## src/rtl/sliding_window_median_macros.svh

```systemverilog
// ----------------------------------------------------------------------------
// Assertion macros for the running median filter
// Shared property wrappers, clocked on clk and disabled during reset.
// ----------------------------------------------------------------------------
`ifndef SLIDING_WINDOW_MEDIAN_MACROS_SVH
`define SLIDING_WINDOW_MEDIAN_MACROS_SVH

// A condition that must hold at every clock edge.
`define SWM_ASSERT(label, cond, msg) \
  label: assert property (@(posedge clk) disable iff (rst) (cond)) else $error(msg);

// A condition in one cycle that implies another in the next cycle.
`define SWM_ASSERT_NEXT(label, ante, cons, msg) \
  label: assert property (@(posedge clk) disable iff (rst) (ante) |=> (cons)) \
    else $error(msg);

`endif

```

## src/rtl/swm_pkg.sv

```systemverilog
// ----------------------------------------------------------------------------
// swm_pkg
// Shared widths, reset values and control types of the running median filter.
// ----------------------------------------------------------------------------
package swm_pkg;

  // Default window capacity.
  localparam int WINDOW_MAX_DEF = 16;

  // Field widths.
  localparam int SAMPLE_W = 32;
  localparam int LEN_W    = 5;

  // Window length after reset.
  localparam logic [LEN_W-1:0] LEN_RESET = LEN_W'(16);

  // Control from the handshake logic to the sorted store.
  typedef struct packed {
    logic step;     // an item is accepted this cycle
    logic restart;  // the window length is written, filling starts over
  } swm_ctrl_t;

endpackage

```

## src/rtl/swm_sorter.sv

```systemverilog
// ----------------------------------------------------------------------------
// swm_sorter
// Sorted sample store with ages. For each new sample the oldest entry is
// dropped when the window is full, the others age, the new sample is inserted
// in order, and the median of the updated window is selected combinationally.
// ----------------------------------------------------------------------------
`include "sliding_window_median_macros.svh"

module swm_sorter
  import swm_pkg::*;
#(
  parameter int WINDOW_MAX = WINDOW_MAX_DEF
) (
  input  logic                       clk,
  input  logic                       rst,
  input  swm_ctrl_t                  ctrl,
  input  logic [LEN_W-1:0]           window_len,
  input  logic signed [SAMPLE_W-1:0] sample,
  output logic                       emit,
  output logic signed [SAMPLE_W-1:0] med
);

  localparam int CNT_W = $clog2(WINDOW_MAX + 1);
  localparam int AGE_W = (WINDOW_MAX > 1) ? $clog2(WINDOW_MAX) : 1;
  localparam int IDX_W = AGE_W;

  // Stored cells and fill count.
  logic signed [SAMPLE_W-1:0] val [WINDOW_MAX];
  logic [AGE_W-1:0]           age [WINDOW_MAX];
  logic [CNT_W-1:0]           fill;

  logic [CNT_W-1:0] len;
  logic [CNT_W-1:0] fill_c;
  logic [CNT_W-1:0] cfill;
  logic [CNT_W-1:0] rank;
  logic             full;
  logic             any_hit;

  logic [WINDOW_MAX-1:0] hit_v;
  logic [WINDOW_MAX-1:0] sh_v;
  logic [WINDOW_MAX-1:0] ga_v;
  logic [WINDOW_MAX-1:0] cgt_v;
  logic [WINDOW_MAX-1:0] stay_v;

  logic signed [SAMPLE_W-1:0] cval [WINDOW_MAX];
  logic signed [SAMPLE_W-1:0] nval [WINDOW_MAX];
  logic [AGE_W-1:0]           cage [WINDOW_MAX];
  logic [AGE_W-1:0]           nage [WINDOW_MAX];

  // Effective window length: zero acts as one, large values saturate.
  always_comb begin
    if (window_len == '0) begin
      len = CNT_W'(1);
    end else if (int'(window_len) > WINDOW_MAX) begin
      len = CNT_W'(WINDOW_MAX);
    end else begin
      len = CNT_W'(window_len);
    end
  end

  assign fill_c = (fill > len) ? len : fill;
  assign full   = (fill_c == len);

  // Per cell: is it the oldest entry, and is it above the new sample.
  for (genvar j = 0; j < WINDOW_MAX; j++) begin : g_probe
    assign hit_v[j] = (CNT_W'(j) < fill_c) && (CNT_W'(age[j]) == len - CNT_W'(1));
    assign ga_v[j]  = val[j] > sample;
  end

  assign any_hit = |hit_v;

  // Drop the oldest entry by shifting the cells above it down one place.
  // Without an oldest entry the last sorted entry goes instead.
  for (genvar j = 0; j < WINDOW_MAX; j++) begin : g_drop
    localparam logic [WINDOW_MAX-1:0] LE_MASK = {WINDOW_MAX{1'b1}} >> (WINDOW_MAX - 1 - j);
    assign sh_v[j] = full && (any_hit ? |(hit_v & LE_MASK) : (CNT_W'(j + 1) >= fill_c));
    if (j < WINDOW_MAX - 1) begin : g_mid
      assign cval[j]  = sh_v[j] ? val[j+1] : val[j];
      assign cage[j]  = (sh_v[j] ? age[j+1] : age[j]) + AGE_W'(1);
      assign cgt_v[j] = sh_v[j] ? ga_v[j+1] : ga_v[j];
    end else begin : g_top
      assign cval[j]  = val[j];
      assign cage[j]  = age[j] + AGE_W'(1);
      assign cgt_v[j] = ga_v[j];
    end
  end

  assign cfill = fill_c - CNT_W'(full);

  // Insert: cells not above the sample stay, the first other cell takes the
  // sample, and the rest move up one place. Equal values stay below.
  for (genvar j = 0; j < WINDOW_MAX; j++) begin : g_ins
    assign stay_v[j] = (CNT_W'(j) < cfill) && !cgt_v[j];
    if (j == 0) begin : g_first
      assign nval[j] = stay_v[j] ? cval[j] : sample;
      assign nage[j] = stay_v[j] ? cage[j] : '0;
    end else begin : g_rest
      assign nval[j] = stay_v[j] ? cval[j] : (stay_v[j-1] ? sample : cval[j-1]);
      assign nage[j] = stay_v[j] ? cage[j] : (stay_v[j-1] ? '0 : cage[j-1]);
    end
  end

  // A result appears once the window is full after the insertion.
  assign emit = (cfill + CNT_W'(1) == len);
  assign rank = (len - CNT_W'(1)) >> 1;
  assign med  = nval[rank[IDX_W-1:0]];

  // Fill count.
  always_ff @(posedge clk) begin
    if (rst) begin
      fill <= '0;
    end else if (ctrl.restart) begin
      fill <= '0;
    end else if (ctrl.step) begin
      fill <= cfill + CNT_W'(1);
    end
  end

  // Cell contents.
  always_ff @(posedge clk) begin
    if (ctrl.step) begin
      for (int j = 0; j < WINDOW_MAX; j++) begin
        val[j] <= nval[j];
        age[j] <= nage[j];
      end
    end
  end

  // The store never holds more entries than the window.
  `SWM_ASSERT(a_fill_le_len, fill <= len, "fill count exceeds window length")
  // Ages stay distinct, so at most one entry is the oldest.
  `SWM_ASSERT(a_oldest_unique, $onehot0(hit_v), "more than one oldest entry")
  // A result is produced only when the window ends up full.
  `SWM_ASSERT_NEXT(a_emit_full, ctrl.step && emit && !ctrl.restart, fill == len,
                   "result given with window not full")

endmodule

```

## src/rtl/sliding_window_median.sv

```systemverilog
// ----------------------------------------------------------------------------
// sliding_window_median
// Running median filter over the last window_len signed samples.
// ----------------------------------------------------------------------------
// A result is valid in the cycle after its item is accepted.
// Throughput: one item per cycle while the output is not stalled; the
// combinational sort-and-insert in the sorted store and the output register set this rate.
// After reset or a length write, no result comes until the window is full.
// Reset (synchronous, active high) empties the window and sets window_len to
// 16; a write to window_len empties the window as well.
// ----------------------------------------------------------------------------
`include "sliding_window_median_macros.svh"

module sliding_window_median
  import swm_pkg::*;
#(
  parameter int WINDOW_MAX = WINDOW_MAX_DEF
) (
  input  logic                       clk,
  input  logic                       rst,
  // Configuration write channel.
  input  logic                       cfg_valid,
  output logic                       cfg_ready,
  input  logic [LEN_W-1:0]           window_len,
  // Sample input channel.
  input  logic                       in_valid,
  output logic                       in_ready,
  input  logic signed [SAMPLE_W-1:0] sample,
  // Median output channel.
  output logic                       out_valid,
  input  logic                       out_ready,
  output logic signed [SAMPLE_W-1:0] median
);

  logic [LEN_W-1:0]           cfg_len;
  swm_ctrl_t                  ctrl;
  logic                       emit;
  logic signed [SAMPLE_W-1:0] med;
  logic                       cfg_we;

  // Handshakes: a new item enters when the output slot is free or draining.
  assign cfg_ready    = 1'b1;
  assign cfg_we       = cfg_valid && cfg_ready;
  assign in_ready     = !out_valid || out_ready;
  assign ctrl.step    = in_valid && in_ready;
  assign ctrl.restart = cfg_we;

  // Window length register.
  always_ff @(posedge clk) begin
    if (rst) begin
      cfg_len <= LEN_RESET;
    end else if (cfg_we) begin
      cfg_len <= window_len;
    end
  end

  swm_sorter #(
    .WINDOW_MAX (WINDOW_MAX)
  ) u_sorter (
    .clk        (clk),
    .rst        (rst),
    .ctrl       (ctrl),
    .window_len (cfg_len),
    .sample     (sample),
    .emit       (emit),
    .med        (med)
  );

  // Output register.
  always_ff @(posedge clk) begin
    if (rst) begin
      out_valid <= 1'b0;
    end else if (ctrl.step && emit) begin
      out_valid <= 1'b1;
    end else if (out_ready) begin
      out_valid <= 1'b0;
    end
  end

  always_ff @(posedge clk) begin
    if (ctrl.step && emit) begin
      median <= med;
    end
  end

  // An item that completes the window shows its result in the next cycle.
  `SWM_ASSERT_NEXT(a_emit_valid, ctrl.step && emit, out_valid,
                   "result of accepted item missing")
  `SWM_ASSERT_NEXT(a_emit_value, ctrl.step && emit, median == $past(med),
                   "result register holds the wrong median")
  // A length write lands in the length register.
  `SWM_ASSERT_NEXT(a_cfg_write, cfg_we, cfg_len == $past(window_len),
                   "window length write lost")

endmodule

```

## config.mk

```make
export PLATFORM = sky130hd
export DESIGN_NAME = sliding_window_median
export DESIGN_NICKNAME = d
export VERILOG_FILES = /design/src/rtl/swm_pkg.sv /design/src/rtl/swm_sorter.sv /design/src/rtl/sliding_window_median.sv
export VERILOG_INCLUDE_DIRS = /design/src /design/src/rtl
export SDC_FILE = /design/constraint.sdc
export NUM_CORES = 2
export LEC_CHECK = 0
export BUFFER_PORTS_ARGS = -buffer_cell sky130_fd_sc_hd__buf_2
export CAP_MARGIN = 20
export CORE_ASPECT_RATIO = 1.75
export CORE_UTILIZATION = 35
export CTS_CLUSTER_DIAMETER = 100
export CTS_CLUSTER_SIZE = 25
export DETAILED_ROUTE_END_ITERATION = 16
export GPL_TIMING_DRIVEN = 0
export PLACE_DENSITY = 0.55
export RECOVER_POWER = 100
export REMOVE_ABC_BUFFERS = 1
export SLEW_MARGIN = 5
export SYNTH_ARGS = -nofsm -noshare
export SYNTH_HDL_FRONTEND = slang
export SYNTH_HIERARCHICAL = 1
export SYNTH_SLANG_ARGS = --single-unit
```

## constraint.sdc

```tcl
create_clock -name clk -period 18.95 [get_ports clk]
set_input_delay 2.8425 -clock clk [delete_from_list [all_inputs] [get_ports clk]]
set_output_delay 2.8425 -clock clk [all_outputs]
set_load 0.005 [all_outputs]
```

==> flow_summary.ini <==
[clocking]
post_cts_buffers = 0
cts-root-buf = clkbuf_16
clkTransAtPathRegs_ns = 0.11
clock_sinks = 619
clk-insertion-delay-late_ns = 0.71
cts_buffer_depth = 3
cts_tree = done
cts_resized = 0
cts_hold_buf = 0
cts_htree_levels = 1
cts_buffers = 29

[sta]
timing.setup.tns_ns = 0
hold_slack_ns = 0.566
finalCritPeriodShare_pct = 72.4
hold_viol_final = 0
min_period_ns = 13.71
max_freq_mhz = 72.9
setup_viol = 0
drv_slew = 1384
max_slew.worst_pin.slew_ns = 4.94
rsz0062_at_grt = false
finalClockSkew_ns = 0.0318
max_slew_margin_pct = -229

[critical_path]
critical_path_class = register to register
cp.required_ns = 19.37
crit_arrival_ns = 14.13
critPathCaptureType = register
cp-start-kind = register
reg2reg_slack_ns = 5.24
critPathMaxFanout = 88

[synth]
synth.distinct_cells = 86
yosysSeqAreaShare_pct = 34.3
syn_area_um2 = 53900
avgSynthCellArea_um2 = 9.38
synth-main-ff-cell = edfxtp_1
synthCells = 5747
yosysTopAreaCellShare_pct = 33.9
ys.warnings.count = 6
synth_async_sr_flop_share_pct = 0
synth_area_leader_cell = edfxtp_1
yosys-top-cells-area = edfxtp_1, ha_1, mux2i_1, o21ai_0, nand2_1
ys_ff_latch = 619
synth_enable_flop_cells = 608

[route]
routed_via_density = 6.37
ant_nets = 0
post_drt_wl_per_cell_um = 30.9
drt_iter0_drc = 4817
num_vias = 48600
dr.pass1.iters = 8
wl_um = 236000
remaining_drc_errors = 0

[grt]
track_usage_pct = 29.1
grt_pass1_vias = 46800
grt_max_degree = 89
overflow = 0
antenna_found_initial = 12
grt_pass1_wl_um = 331000

[finish]
regArea_um2 = 18500
fin_cells = 7641
mostFrequentLayoutCells = edfxtp_1, mux2i_1, o21ai_0
final_common_cell = edfxtp_1
syn_to_final_growth_pct = 8.29
n_fill_cell = 15500
stdcell_area_um2 = 58400
multi_input_comb_area_um2 = 33800
nets = 6194
drive_gt1_share_pct = 7.97

[floorplanning]
core_area_um2 = 153000
die-area_um2 = 156000
die_h_um = 521
rows = 190
die_width_um = 299
start_util_pct = 35.2
io_pins = 77

[outcome]
status = finished with violations
violations = capacitance limit, slew limit

[placement]
place_congestion = 1.01
dp_cells = 7598
dpl_cell_area_um2 = 58600
portBuffers = 75
place_hpwl_um = 177000

[job]
maxCapViolations = 36

[hold_path]
hold_path.class = register to register
[flip-flops by register name, indices dropped and copies added (netlist names)]
register and count:
u_sorter/val 512, u_sorter/age 64, median 32, cfg_len 5, u_sorter/fill 5, out_valid 1
[metal layers]
metal	track usage [%]	part of all wire, %
met5	0	0.027
met4	27.4	11
met3	3.76	6.7
met2	48.2	46
met1	32.2	36
[critical path, stage by stage (launching register included)]
cell and delay [ns]:
dfxtp_1 1.00, inv_1 0.28, nand2_1 0.34, ha_1 0.31, nor2b_1 0.15, o31a_1 0.33, nor3_1 0.57, o21ai_0 0.18
a41oi_1 0.62, clkbuf_1 0.76, inv_1 0.53, ha_1 0.36, ha_1 0.27, xnor2_1 0.77, a32oi_1 0.27, nor2_1 0.17
mux2_1 1.42, clkbuf_1 3.53, mux2i_1 0.28, mux2i_1 0.38, or3_1 0.15, o2111ai_1 0.10, nor4_1 0.61
[kinds of logic after synthesis]
| logic type | share of synthesized area (%) |
|---|---|
| multiplexers | 14.9 |
| adder cells (fa/ha/maj) | 12.5 |
| other | 0.00696 |
| flip-flops | 34.3 |
| buffers and inverters | 3.58 |
| XOR/XNOR | 1.87 |
| AO/OA/AOI/OAI | 20.0 |
| AND/OR/NAND/NOR | 12.9 |
[final cells by class]
| type | count | area share (%) |
|---|---|---|
| Multi-Input combinational cell | 4633 | 58.0 |
| Timing Repair Buffer | 242 | 4.14 |
| Antenna cell | 5 | 0.0214 |
| Tap cell | 2016 | 4.32 |
| Clock inverter | 6 | 0.0707 |
| Sequential cell | 619 | 31.6 |
| Clock buffer | 30 | 1.25 |
| Inverter | 90 | 0.579 |
[Yosys cell counts (16+ instances only)]
| cell type | number |
|---|---|
| buf_1 | 56 |
| mux2i_1 | 582 |
| ha_1 | 537 |
| o221ai_1 | 68 |
| and4b_1 | 30 |
| nand3_1 | 67 |
| o21a_1 | 49 |
| nor4_1 | 22 |
| xor2_1 | 39 |
| o21ai_0 | 578 |
| and4_1 | 16 |
| inv_1 | 90 |
| a31oi_1 | 77 |
| xnor2_1 | 68 |
| edfxtp_1 | 608 |
| and3_1 | 16 |
| clkbuf_1 | 303 |
| and2_1 | 41 |
| nor2b_1 | 62 |
| o22ai_1 | 95 |
| a21oi_1 | 350 |
| nand4_1 | 84 |
| o211ai_1 | 155 |
| nand2b_1 | 27 |
| nor3_1 | 57 |
| or3_1 | 69 |
| mux2_2 | 192 |
| nor2_1 | 382 |
| o311a_1 | 30 |
| buf_2 | 43 |
| a211oi_1 | 62 |
| a21o_1 | 91 |
| nand2_1 | 580 |
| o32a_1 | 30 |
[final timing paths]
check,from,endpoint,depth (start not counted)
max,cfg_len[4],median[29],22
min,out_valid,out_valid,2
max reg2reg,cfg_len[4],median[29],22
min reg2reg,out_valid,out_valid,2
[stage by stage]
| step | setup WS, ns | utilization [%] |
|---|---|---|
| after floorplan | 0.609 | - |
| after global placement | -22.20 | 36.1 |
| after detailed placement | 8.50 | 38.3 |
| after CTS | 8.62 | 38.8 |
| after global routing | 4.62 | 38.1 |
| final | 5.24 | 38.1 |
Power is not shown: default switching activity piles up to over one toggle a cycle in this logic, so the estimate is an artifact.
